**config.mk**
```make
export PLATFORM = sky130hd
export DESIGN_NAME = qalu_fifo
export DESIGN_NICKNAME = d
export VERILOG_FILES = /design/src/hdl/qalu_pkg.sv /design/src/hdl/qalu_fifo.sv
export SDC_FILE = /design/constraint.sdc
export NUM_CORES = 1
export LEC_CHECK = 0
export ABC_AREA = 0
export BUFFER_PORTS_ARGS = -buffer_cell sky130_fd_sc_hd__buf_2
export CELL_PAD_IN_SITES_DETAIL_PLACEMENT = 1
export CELL_PAD_IN_SITES_GLOBAL_PLACEMENT = 1
export CORE_AREA = 2 2 39 41
export CTS_CLUSTER_SIZE = 24
export DETAILED_ROUTE_END_ITERATION = 7
export DIE_AREA = 0 0 41 43
export GPL_TIMING_DRIVEN = 0
export PLACE_DENSITY = 0.46
export SLEW_MARGIN = 20
export SYNTH_ARGS = -nofsm -noshare
export SYNTH_HDL_FRONTEND = slang
export SYNTH_SLANG_ARGS = --single-unit
```
**constraint.sdc**
```tcl
create_clock -name clk -period 3.4 [get_ports clk]
set_input_delay 0.68 -clock clk [delete_from_list [all_inputs] [get_ports clk]]
set_output_delay 0.68 -clock clk [all_outputs]
set_load 0.05 [all_outputs]
```
**src/hdl/qalu_pkg.sv**
```systemverilog
// ----------------------------------------------------------------------------
// qalu_pkg
// shared types, codes and helpers of the quaternion arithmetic unit
// ----------------------------------------------------------------------------
package qalu_pkg;

  localparam int COMP_WIDTH      = 16;
  localparam int FRAC_BITS_DEF   = 14;
  localparam int QUEUE_DEPTH_DEF = 2;

  typedef enum logic [2:0] {
    OP_CONJ = 3'd0,
    OP_ADD  = 3'd1,
    OP_SUB  = 3'd2,
    OP_MUL  = 3'd3,
    OP_ERR  = 3'd4,
    OP_NORM = 3'd5
  } op_t;

  typedef enum logic [2:0] {
    CL_NONE,
    CL_CONJ,
    CL_ADD,
    CL_SUB,
    CL_MUL,
    CL_ERR,
    CL_NORM
  } cls_t;

  typedef logic signed [COMP_WIDTH-1:0] comp_t;
  // index 0 x, 1 y, 2 z, 3 w
  typedef logic [3:0][COMP_WIDTH-1:0] quat_t;

  typedef struct packed {
    logic [2:0] op;
    comp_t      a_x;
    comp_t      a_y;
    comp_t      a_z;
    comp_t      a_w;
    comp_t      b_x;
    comp_t      b_y;
    comp_t      b_z;
    comp_t      b_w;
  } req_t;

  typedef struct packed {
    comp_t r_x;
    comp_t r_y;
    comp_t r_z;
    comp_t r_w;
    logic  zero_norm;
  } rsp_t;

  typedef struct packed {
    cls_t  cls;
    quat_t a;
    quat_t b;
  } work_t;

  // clamp to the signed component range
  function automatic comp_t sat_comp(input logic signed [63:0] v);
    logic signed [63:0] hi;
    logic signed [63:0] lo;
    hi = (64'sd1 <<< (COMP_WIDTH - 1)) - 64'sd1;
    lo = -hi - 64'sd1;
    if (v > hi) begin
      return comp_t'(hi);
    end else if (v < lo) begin
      return comp_t'(lo);
    end
    return comp_t'(v);
  endfunction

endpackage

```
**src/hdl/qalu_fifo.sv**
```systemverilog
// ----------------------------------------------------------------------------
// qalu_fifo
// small register queue between the front and back parts
// ----------------------------------------------------------------------------
module qalu_fifo #(
  parameter int W     = 1,
  parameter int DEPTH = qalu_pkg::QUEUE_DEPTH_DEF
) (
  input  logic         clk,
  input  logic         rst,
  input  logic         push,
  output logic         full,
  input  logic [W-1:0] din,
  input  logic         pop,
  output logic         empty,
  output logic [W-1:0] dout
);

  localparam int AW  = (DEPTH > 1) ? $clog2(DEPTH) : 1;
  localparam int CTW = $clog2(DEPTH + 1);

  logic [W-1:0]   mem [DEPTH];
  logic [AW-1:0]  wp;
  logic [AW-1:0]  rp;
  logic [CTW-1:0] cnt;
  logic           do_push;
  logic           do_pop;

  assign full    = (cnt == CTW'(DEPTH));
  assign empty   = (cnt == '0);
  assign do_push = push && !full;
  assign do_pop  = pop && !empty;
  assign dout    = mem[rp];

  always_ff @(posedge clk) begin
    if (rst) begin
      wp  <= '0;
      rp  <= '0;
      cnt <= '0;
    end else begin
      if (do_push) begin
        wp <= (wp == AW'(DEPTH - 1)) ? '0 : wp + 1'b1;
      end
      if (do_pop) begin
        rp <= (rp == AW'(DEPTH - 1)) ? '0 : rp + 1'b1;
      end
      if (do_push && !do_pop) begin
        cnt <= cnt + 1'b1;
      end else if (do_pop && !do_push) begin
        cnt <= cnt - 1'b1;
      end
    end
  end

  always_ff @(posedge clk) begin
    if (do_push) begin
      mem[wp] <= din;
    end
  end

endmodule

```
==> run metrics, run 1 <==
DR vias/cell=around 4.1; Antenna Nets Post-Route=0; Pre-Repair DR Iteration Count=4; initial antenna violation count=0; Pint=roughly 210 uW; final instance area=~370 um2; Final Hold Fails=0; #FFs+latches synth=7; first-iteration detailed-routing DRC count=3; Max FO, Critical Path=5; Crit. End Element=primary output; final core utilization=26.8%; CTS tree=yes; Compound-Gate Fraction of Synth Area=under 10%; Cell Area, Placed=344 um2; RePlAce Congestion=roughly 0.75; CTS resizes=0; final period utilization=between 50% and 60%; Arr. time, crit path=1100 ps; wire per inst=roughly 9.8 um; warnings from Yosys=0; fmax=approximately 0.56 GHz; Remaining DRCs=0; Layout area overhead=28.1%; VDD IR-drop max=0.000325 V; static leakage=~0.00017 uW; FF+latch area=roughly 160 um2; synthesized area=289 um2; NetSw=roughly 160 uW; Fill cells=171; final hold slack=between 400 and 500 ps; clock slew seen by the registers of the worst setup and hold paths=approximately 50 ps; Post-Synth Simple-Gate Area=16.0%; htree depth=1; GRT Overall Usage=~8%; Ports=8; Sw Share=42.9%; first-pass GRT wire length=between 800 and 900 um; Req. time, crit path=2720 ps; cts hold-fix bufs=0; antenna cells=0; Routed WL=around 540 um; syn nets=34; Sum Neg Setup Slack=0 ps; unrepaired setup endpoints after global routing=no; sequential share of the synthesized area=55.4%; Initial Utilization=about a fifth; Post-Syn Area per Cell=roughly 10 um2; area of the multi-input gates=approximately 120 um2; Maximum Capacitance Violations=0; Gate Count Post-Synth=28; core region area=about 1400 um2; Setup Fix Bufs, Post-CTS=0; vias=between 200 and 250; Slew Limit Fails=0; clock root cell=clkbuf_4; post-synthesis xor/xnor area fraction=a little under a tenth; insertion delay to the later sink of the worst-skew pair=about 250 ps; CP Launch Type=register; nets=46; Die Wd=around 41 um; row cnt=14; Clk pwr share=around a fifth; largest net degree at the start of global routing=6; die area=approximately 1800 um2; pwr/cell area=between 900 and 1000 nW/um2; Comb pwr share=between 40% and 50%; Worst-Margin Slew=about 300 ps; gr ovfl total=0; vias in the first global route=approximately 220; Final Setup Violations=0; headroom to the max-slew limit=about four fifths; largest family of logic cells by synthesized area=simple AND/OR/NAND/NOR gates; Die Ht=between 40 and 50 um; Num CTS Buffers=3; Synth Area in Adders=approximately 4.3%; minimum clock period=around 1800 ps; Sink Count=7; synth unique cells=12; status=complete, no violations; share of power burned in registers=between 30% and 40%; Port Buffers=7; clock buffer depth=2; Worst Skew=roughly 4 ps; share of cells above drive strength 1=a little under a third; critical setup path kind=register to primary output; mux cell area share after synthesis=between 3 and 4%; worst hold path class=register to register; DPL Wire Length=approximately 430 um
-- per-layer routing --
layer / vias up / share of wire, % / global-route usage (%) / wire [um]
met5: - / 0 / 0 / 0
met4: 0 / 0 / 2.00 / 0
met3: 0 / 9.1 / 9.42 / 49
met2: 8 / 50 / 11.6 / 270
met1: 105 / 41 / 7.52 / 219
li1: 114 / - / - / -
-- Yosys cell counts --
library cell	count	share of area, %
edfxtp_1	2	21
o21ai_0	3	5.2
dfxtp_1	5	35
and2_1	1	2.2
ha_1	1	4.3
nor2_1	5	6.5
inv_1	2	2.6
mux2_2	1	3.9
or3_1	2	4.3
a21oi_1	2	3.5
nor2b_2	1	3.0
xor2_1	3	9.1
-- final cells by class --
| cell class | count | area share, % |
|---|---|---|
| well taps | 16 | 5.41 |
| clock buffers | 4 | 7.09 |
| flip-flops and latches | 7 | 43.2 |
| repair buffers | 7 | 9.46 |
| multi-input cells | 19 | 32.8 |
| inverters | 2 | 2.03 |
-- cells by family after synthesis --
logic type      after synthesis
simple gates                  9
flops                         7
compound gates                5
xor+xnor                      3
buf+inv                       2
mux                           1
fa+ha+maj                     1
-- cells in the final DEF (no fill, tap or decap) --
cell type / netlist / layout
dfxtp_1: 5 / 5
xor2_1: 3 / 3
clkbuf_1: 0 / 1
clkbuf_4: 0 / 3
edfxtp_1: 2 / 2
nor2_1: 5 / 5
a21oi_1: 2 / 2
buf_2: 0 / 7
o21ai_0: 3 / 3
inv_1: 2 / 2
and2_1: 1 / 1
mux2_2: 1 / 1
nor2b_2: 1 / 1
ha_1: 1 / 1
or3_1: 2 / 2
-- worst paths after layout --
check	from	depth (start not counted)	slack (ps)	end
setup / recovery	cnt[1]	2	1620	full
hold / removal	wp	2	490	wp
setup reg to reg	cnt[0]	4	1830	cnt[1]
hold reg to reg	wp	2	490	wp
-- worst max-delay path, stage by stage (launching register included) --
cell and delay [ps]:
dfxtp_1 360, nor2b_2 210, buf_2 290
-- through the flow --
step | power (uW) | setup slack [ps] | std cells
4_1_cts | 375 | 1590 | 55
6_report | 368 | 1620 | 55
5_1_grt | 397 | 1510 | 55
3_5_place_dp | 297 | 1530 | 51
2_1_floorplan | 260 | 1580 | 28
3_3_place_gp | 288 | 1620 | 51
-- power by group through the flow --
| stage | Combinational, uW | Sequential, uW | Clock (uW) |
|---|---|---|---|
| final | 162 | 130 | 74.8 |
| after global routing | 178 | 134 | 84.5 |
| after CTS | 165 | 131 | 79.4 |
| after detailed placement | 164 | 133 | 0 |
| after global placement | 158 | 130 | 0 |
| after floorplan | 133 | 127 | 0 |
Note: power is estimated with default switching activity, not from simulation.
==> run 2, diff against run 1 <==
- PLACE_DENSITY: 0.46 -> 0.47
- clock period: 3.4 -> 1.6 ns (I/O delays scaled with it)
==> run 2 against run 1 <==
Die area unchanged. Hold slack got worse by 230 ps. Power increased by 120%. Critical endpoint is now cnt[1]. Largest power group unchanged.
==> run metrics, run 2 (synthesis results as in run 1) <==
Slowest-stage cell, CP=or3_1 (was dfxtp_1); largest net degree at the start of global routing=6 (unchanged); critical setup path kind=register to register (was register to primary output); static leakage=0.000169 uW (was 0.000166 uW); Ports=8 (unchanged); fmax=between 0.6 and 0.7 GHz; commonest cells after routing, fill and taps aside=buf_2 (7), nor2_1 (5), xor2_1 (3), dfxtp_1 (3), clkbuf_4 (3) (was buf_2 (7), nor2_1 (5), dfxtp_1 (5)); vias=228 (was 227); Maximum Capacitance Violations=0 (unchanged); status=complete, no violations (unchanged); area of the multi-input gates=130 um2 (was 121 um2); commonest non-fill, non-tap cell in the layout=buf_2 (unchanged); clock root cell=clkbuf_4 (unchanged); Worst R2R Setup Slack=90 ps (was 1830 ps); first-iteration detailed-routing DRC count=2 (was 3); Die Wd=41 um (unchanged); Initial Utilization=20.9% (unchanged); minimum clock period=~1500 ps; Max FO, Critical Path=5 (unchanged); Pre-Repair DR Iteration Count=2 (was 4); Buf+Inv Stages, Crit Path=0 (was 1); headroom to the max-slew limit=83.0% (was 79.6%); Final Hold Fails=0 (unchanged); Largest delay share family, worst path=simple AND/OR/NAND/NOR gates (was flip-flops); pwr/cell area=2120 nW/um2 (was 992 nW/um2); VDD IR-drop max=0.000622 V (was 0.000325 V); wire per inst=10.1 um (was 9.82 um); gr ovfl total=0 (unchanged); Remaining DRCs=0 (unchanged); insertion delay to the later sink of the worst-skew pair=240 ps (was 250 ps); unrepaired setup endpoints after global routing=no (unchanged); Num CTS Buffers=3 (unchanged); share of power burned in registers=35.3% (was 35.5%); row cnt=14 (unchanged); clock buffer depth=2 (unchanged); Crit. End Element=register (was primary output); Slew Limit Fails=0 (unchanged); Sw Share=42.6% (was 42.9%); DPL Wire Length=445 um (was 434 um); Worst-Margin Slew=252 ps (was 303 ps); RePlAce Congestion=0.751 (was 0.747); htree depth=1 (unchanged); NetSw=345 uW (was 158 uW); Fill cells=167 (was 171); Layout area overhead=32.0% (was 28.1%); first-pass GRT wire length=869 um (was 862 um); CP peak stage delay=370 ps (was 360 ps); crit-path cells=nor2b_4 -> nor2_1 -> ha_1 -> or3_1 -> a21oi_2 (was nor2b_2 -> buf_2); GRT Overall Usage=7.87% (was 8.17%); Worst Skew=0.644 ps (was 3.91 ps); antenna cells=0 (unchanged); Final Setup Violations=0 (unchanged); nets=46 (unchanged); Die Ht=43 um (unchanged); Sink Count=7 (unchanged); DR vias/cell=4.15 (was 4.13); FF+latch area=163 um2 (was 160 um2); Pint=464 uW (was 210 uW); Arr. time, crit path=1680 ps (was 1100 ps); CP Launch Type=register (unchanged); Req. time, crit path=1770 ps (was 2720 ps); die area=1760 um2 (unchanged); Port Buffers=7 (unchanged); Sum Neg Setup Slack=0 ps (unchanged); CTS tree=yes (unchanged); initial antenna violation count=0 (unchanged); core region area=1380 um2 (unchanged); Comb pwr share=45.5% (was 44.2%); final period utilization=a little over nine tenths; cts hold-fix bufs=0 (unchanged); Routed WL=555 um (was 540 um); Antenna Nets Post-Route=0 (unchanged); worst hold path class=input pin to register (was register to register); Clk pwr share=19.2% (was 20.4%); vias in the first global route=237 (was 215); final hold slack=260 ps (was 492 ps); share of cells above drive strength 1=38.5% (was 30.8%); clock slew seen by the registers of the worst setup and hold paths=50 ps (about the same)
==> run 2: cell count changes in the layout (fill, tap and decap cells not counted) <==
cell,delta
a21oi_2,+1
nor2b_2,-1
o21ai_0,-1
dfxtp_2,+2
nor2b_4,+1
o21ai_1,+1
dfxtp_1,-2
a21oi_1,-1
==> run 2: per-stage QoR <==
| stage | cell area [um2] | worst slack, ps | total power (uW) | util (%) | cells |
|---|---|---|---|---|---|
| after floorplan | 297 | -23.5 | 571 | - | 28 |
| after global placement | 352 | 121 | 630 | 25.4 | 51 |
| after detailed placement | 352 | 42.7 | 648 | 25.4 | 51 |
| after CTS | 378 | 26.6 | 814 | 27.3 | 55 |
| after global routing | 382 | 12.1 | 864 | 27.6 | 55 |
| final | 382 | 94.5 | 809 | 27.6 | 55 |
==> run 2: what timing repair did <==
item,4_1_cts,5_1_grt
setup endpoints to repair,0,1
resized for setup,0,2
buffers inserted,0,0
==> run 2: path summary, 6_finish.rpt <==
check        depth (start not counted)  endpoint   start
max                                  5    cnt[1]  cnt[1]
min reg2reg                          2        wp      wp
min                                  1    mem[0]     din
max reg2reg                          5    cnt[1]  cnt[1]
==> run 2: power by group through the flow <==
stage / registers, uW / clock network [uW] / logic [uW]
after CTS: 286 / 165 / 363
after floorplan: 280 / 0 / 291
after global placement: 286 / 0 / 344
after global routing: 293 / 175 / 396
after detailed placement: 289 / 0 / 359
final: 286 / 155 / 368
==> run 2: routing by layer <==
metal | routed length (um) | GRT usage, %
met2 | 301 | 11.6
met4 | 0 | 2.00
met5 | 0 | 0
met3 | 32 | 7.85
met1 | 221 | 7.52
==> run 2: worst register-to-register path: stages, from the launching register on <==
cell and delay [ps]:
dfxtp_2 350, nor2b_4 170, nor2_1 80, ha_1 330, or3_1 370, a21oi_2 140
==> run 2: final cells by class <==
cell class / count / share of cell area, %
sequential: 7 / 42.6
multi-input combinational: 19 / 34.1
timing repair buffer: 7 / 9.18
clock buffer: 4 / 6.89
tap: 16 / 5.25
inverter: 2 / 1.97
==> run 3, diff against run 2 <==
==> constraint.sdc (replaced) <==
create_clock -name clk -period 1.6 [get_ports clk]
set_input_delay 0.32 -clock clk [delete_from_list [all_inputs] [get_ports clk]]
set_output_delay 0.32 -clock clk [all_outputs]
set_load 0.1 [all_outputs]
==> run 3 against run 2 <==
Global-route usage is 0.69 points higher. Highest routed layer unchanged. Setup slack better by 8.0 ps. Largest cell class unchanged. Clock skew is 3.6 ps higher. Core utilization grew 1.1 points. Die area did not move. Sequential share of layout area is 0.98 points lower. Via count shrank 3.1%. Sequential cell count did not move. First-iteration DRC count shrank 100%.
==> run metrics, run 3 (synthesis results as in run 1) <==
antenna cells=0 (unchanged); Die Ht=43 um (unchanged); Num CTS Buffers=3 (unchanged); commonest non-fill, non-tap cell in the layout=buf_2 (unchanged); Port Buffers=7 (unchanged); row cnt=14 (unchanged); GRT Overall Usage=8.56% (was 7.87%); worst hold path class=input pin to register (unchanged); minimum clock period=1500 ps (was 1510 ps); clock slew seen by the registers of the worst setup and hold paths=50 ps (about the same); Slew Limit Fails=0 (unchanged); fmax=0.668 GHz (was 0.664 GHz); unrepaired setup endpoints after global routing=no (unchanged); Req. time, crit path=1770 ps (about the same); first-pass GRT wire length=945 um (was 869 um); vias in the first global route=234 (was 237); Arr. time, crit path=1670 ps (was 1680 ps); Antenna Nets Post-Route=0 (unchanged); critical setup path kind=register to register (unchanged); crit-path cells=nor2b_4 -> nor2_2 -> ha_1 -> or3_4 -> a21oi_2 (was nor2b_4 -> nor2_1 -> ha_1 -> or3_1 -> a21oi_2); CTS tree=yes (unchanged); Layout area overhead=37.2% (was 32.0%); Routed WL=571 um (was 555 um); Worst R2R Setup Slack=100 ps (was 90 ps); core region area=1380 um2 (unchanged); hold path start=din (unchanged); Remaining DRCs=0 (unchanged); CP Launch Type=register (unchanged); Max FO, Critical Path=5 (unchanged); insertion delay to the later sink of the worst-skew pair=240 ps (about the same); Sink Count=7 (unchanged); Worst-Margin Slew=484 ps (was 252 ps); cts hold-fix bufs=0 (unchanged); gr ovfl total=0 (unchanged); status=complete, no violations (unchanged); worst r2r dst=cnt[1] (unchanged); CTS resizes=1 (was 0); FF+latch area=165 um2 (was 163 um2); RePlAce Congestion=0.748 (was 0.751); DR vias/cell=4.02 (was 4.15); area of the multi-input gates=140 um2 (was 130 um2); first-iteration detailed-routing DRC count=0 (was 2); Worst Skew=4.19 ps (was 0.644 ps); nets=46 (unchanged); Setup Fix Bufs, Post-CTS=0 (unchanged); Final Setup Violations=0 (unchanged); Fill cells=164 (was 167); CP peak stage delay=380 ps (was 370 ps); die area=1760 um2 (unchanged); initial antenna violation count=0 (unchanged); share of cells above drive strength 1=46.2% (was 38.5%); Initial Utilization=20.9% (unchanged); largest net degree at the start of global routing=6 (unchanged); DPL Wire Length=462 um (was 445 um); wire per inst=10.4 um (was 10.1 um); reg2reg path depth=5 (unchanged); commonest cells after routing, fill and taps aside=buf_2 (6), clkbuf_4 (4), xor2_1 (3), nor2_1 (3), dfxtp_1 (3) (was buf_2 (7), nor2_1 (5), xor2_1 (3), dfxtp_1 (3), clkbuf_4 (3)); hold path cells=1 (unchanged); final period utilization=93.6% (was 94.1%); htree depth=1 (unchanged); Final Hold Fails=0 (unchanged); Sum Neg Setup Slack=0 ps (unchanged); clock buffer depth=2 (unchanged); headroom to the max-slew limit=68.0% (was 83.0%); Pre-Repair DR Iteration Count=1 (was 2); worst reg2reg path startpoint=cnt[1] (unchanged); hold path endpoint=mem[1] (was mem[0]); Slowest-stage cell, CP=or3_4 (was or3_1); Die Wd=41 um (unchanged); clock root cell=clkbuf_4 (unchanged); Ports=8 (unchanged); vias=221 (was 228); Crit. End Element=register (unchanged); Maximum Capacitance Violations=0 (unchanged)
run 3: cell types whose count changed in the layout (fill, tap and decap cells not counted), sizes merged:
cell,before,now
buf,7,6
clkbuf,4,5
run 3: how the worst max path moves through the flow:
stage / start / to / slack [ps] / cells after the start
2_1_floorplan: cnt[1] / cnt[1] / -290 / 5
5_1_grt: cnt[1] / cnt[1] / 10 / 5
6_report: cnt[1] / cnt[1] / 100 / 5
3_5_place_dp: cnt[0] / cnt[1] / -30 / 4
3_3_place_gp: cnt[0] / cnt[1] / 70 / 4
4_1_cts: cnt[1] / full / 2 / 2
run 3: final cells by class:
cell class	count	share of cell area, %
Timing Repair Buffer	7	9.46
Sequential cell	7	41.6
Clock buffer	4	6.62
Inverter	2	1.89
Multi-Input combinational cell	19	35.3
Tap cell	16	5.05
run 3: through the flow:
step / instance area [um2] / setup slack, ps / cells / hold slack [ps] / util (%)
after global routing: 397 / 10.7 / 55 / 253 / 28.7
final: 397 / 102 / 55 / 266 / 28.7
after floorplan: 297 / -291 / 28 / 389 / -
after CTS: 379 / 2.11 / 55 / 259 / 27.4
after global placement: 352 / 65.2 / 51 / 469 / 25.4
after detailed placement: 352 / -33.4 / 51 / 492 / 25.4
run 3: worst max-delay path, delay by kind of cell, from the launching register on:
| kind | cells | cell delay, ps |
|---|---|---|
| flip-flops | 1 | 360 |
| adder cells (fa/ha/maj) | 1 | 310 |
| AO/OA/AOI/OAI | 1 | 140 |
| AND/OR/NAND/NOR | 3 | 600 |
run 3: routing by layer:
| layer | GRT usage, % | part of all wire [%] | vias up |
|---|---|---|---|
| met5 | 0 | 0 | - |
| met2 | 11.6 | 50 | 4 |
| met4 | 8.00 | 0 | 0 |
| met1 | 9.42 | 44 | 101 |
| li1 | - | - | 116 |
| met3 | 3.66 | 4.7 | 0 |
Power of run 3 is not shown: default switching activity piles up to over one toggle a cycle in this logic, so the estimate is an artifact.
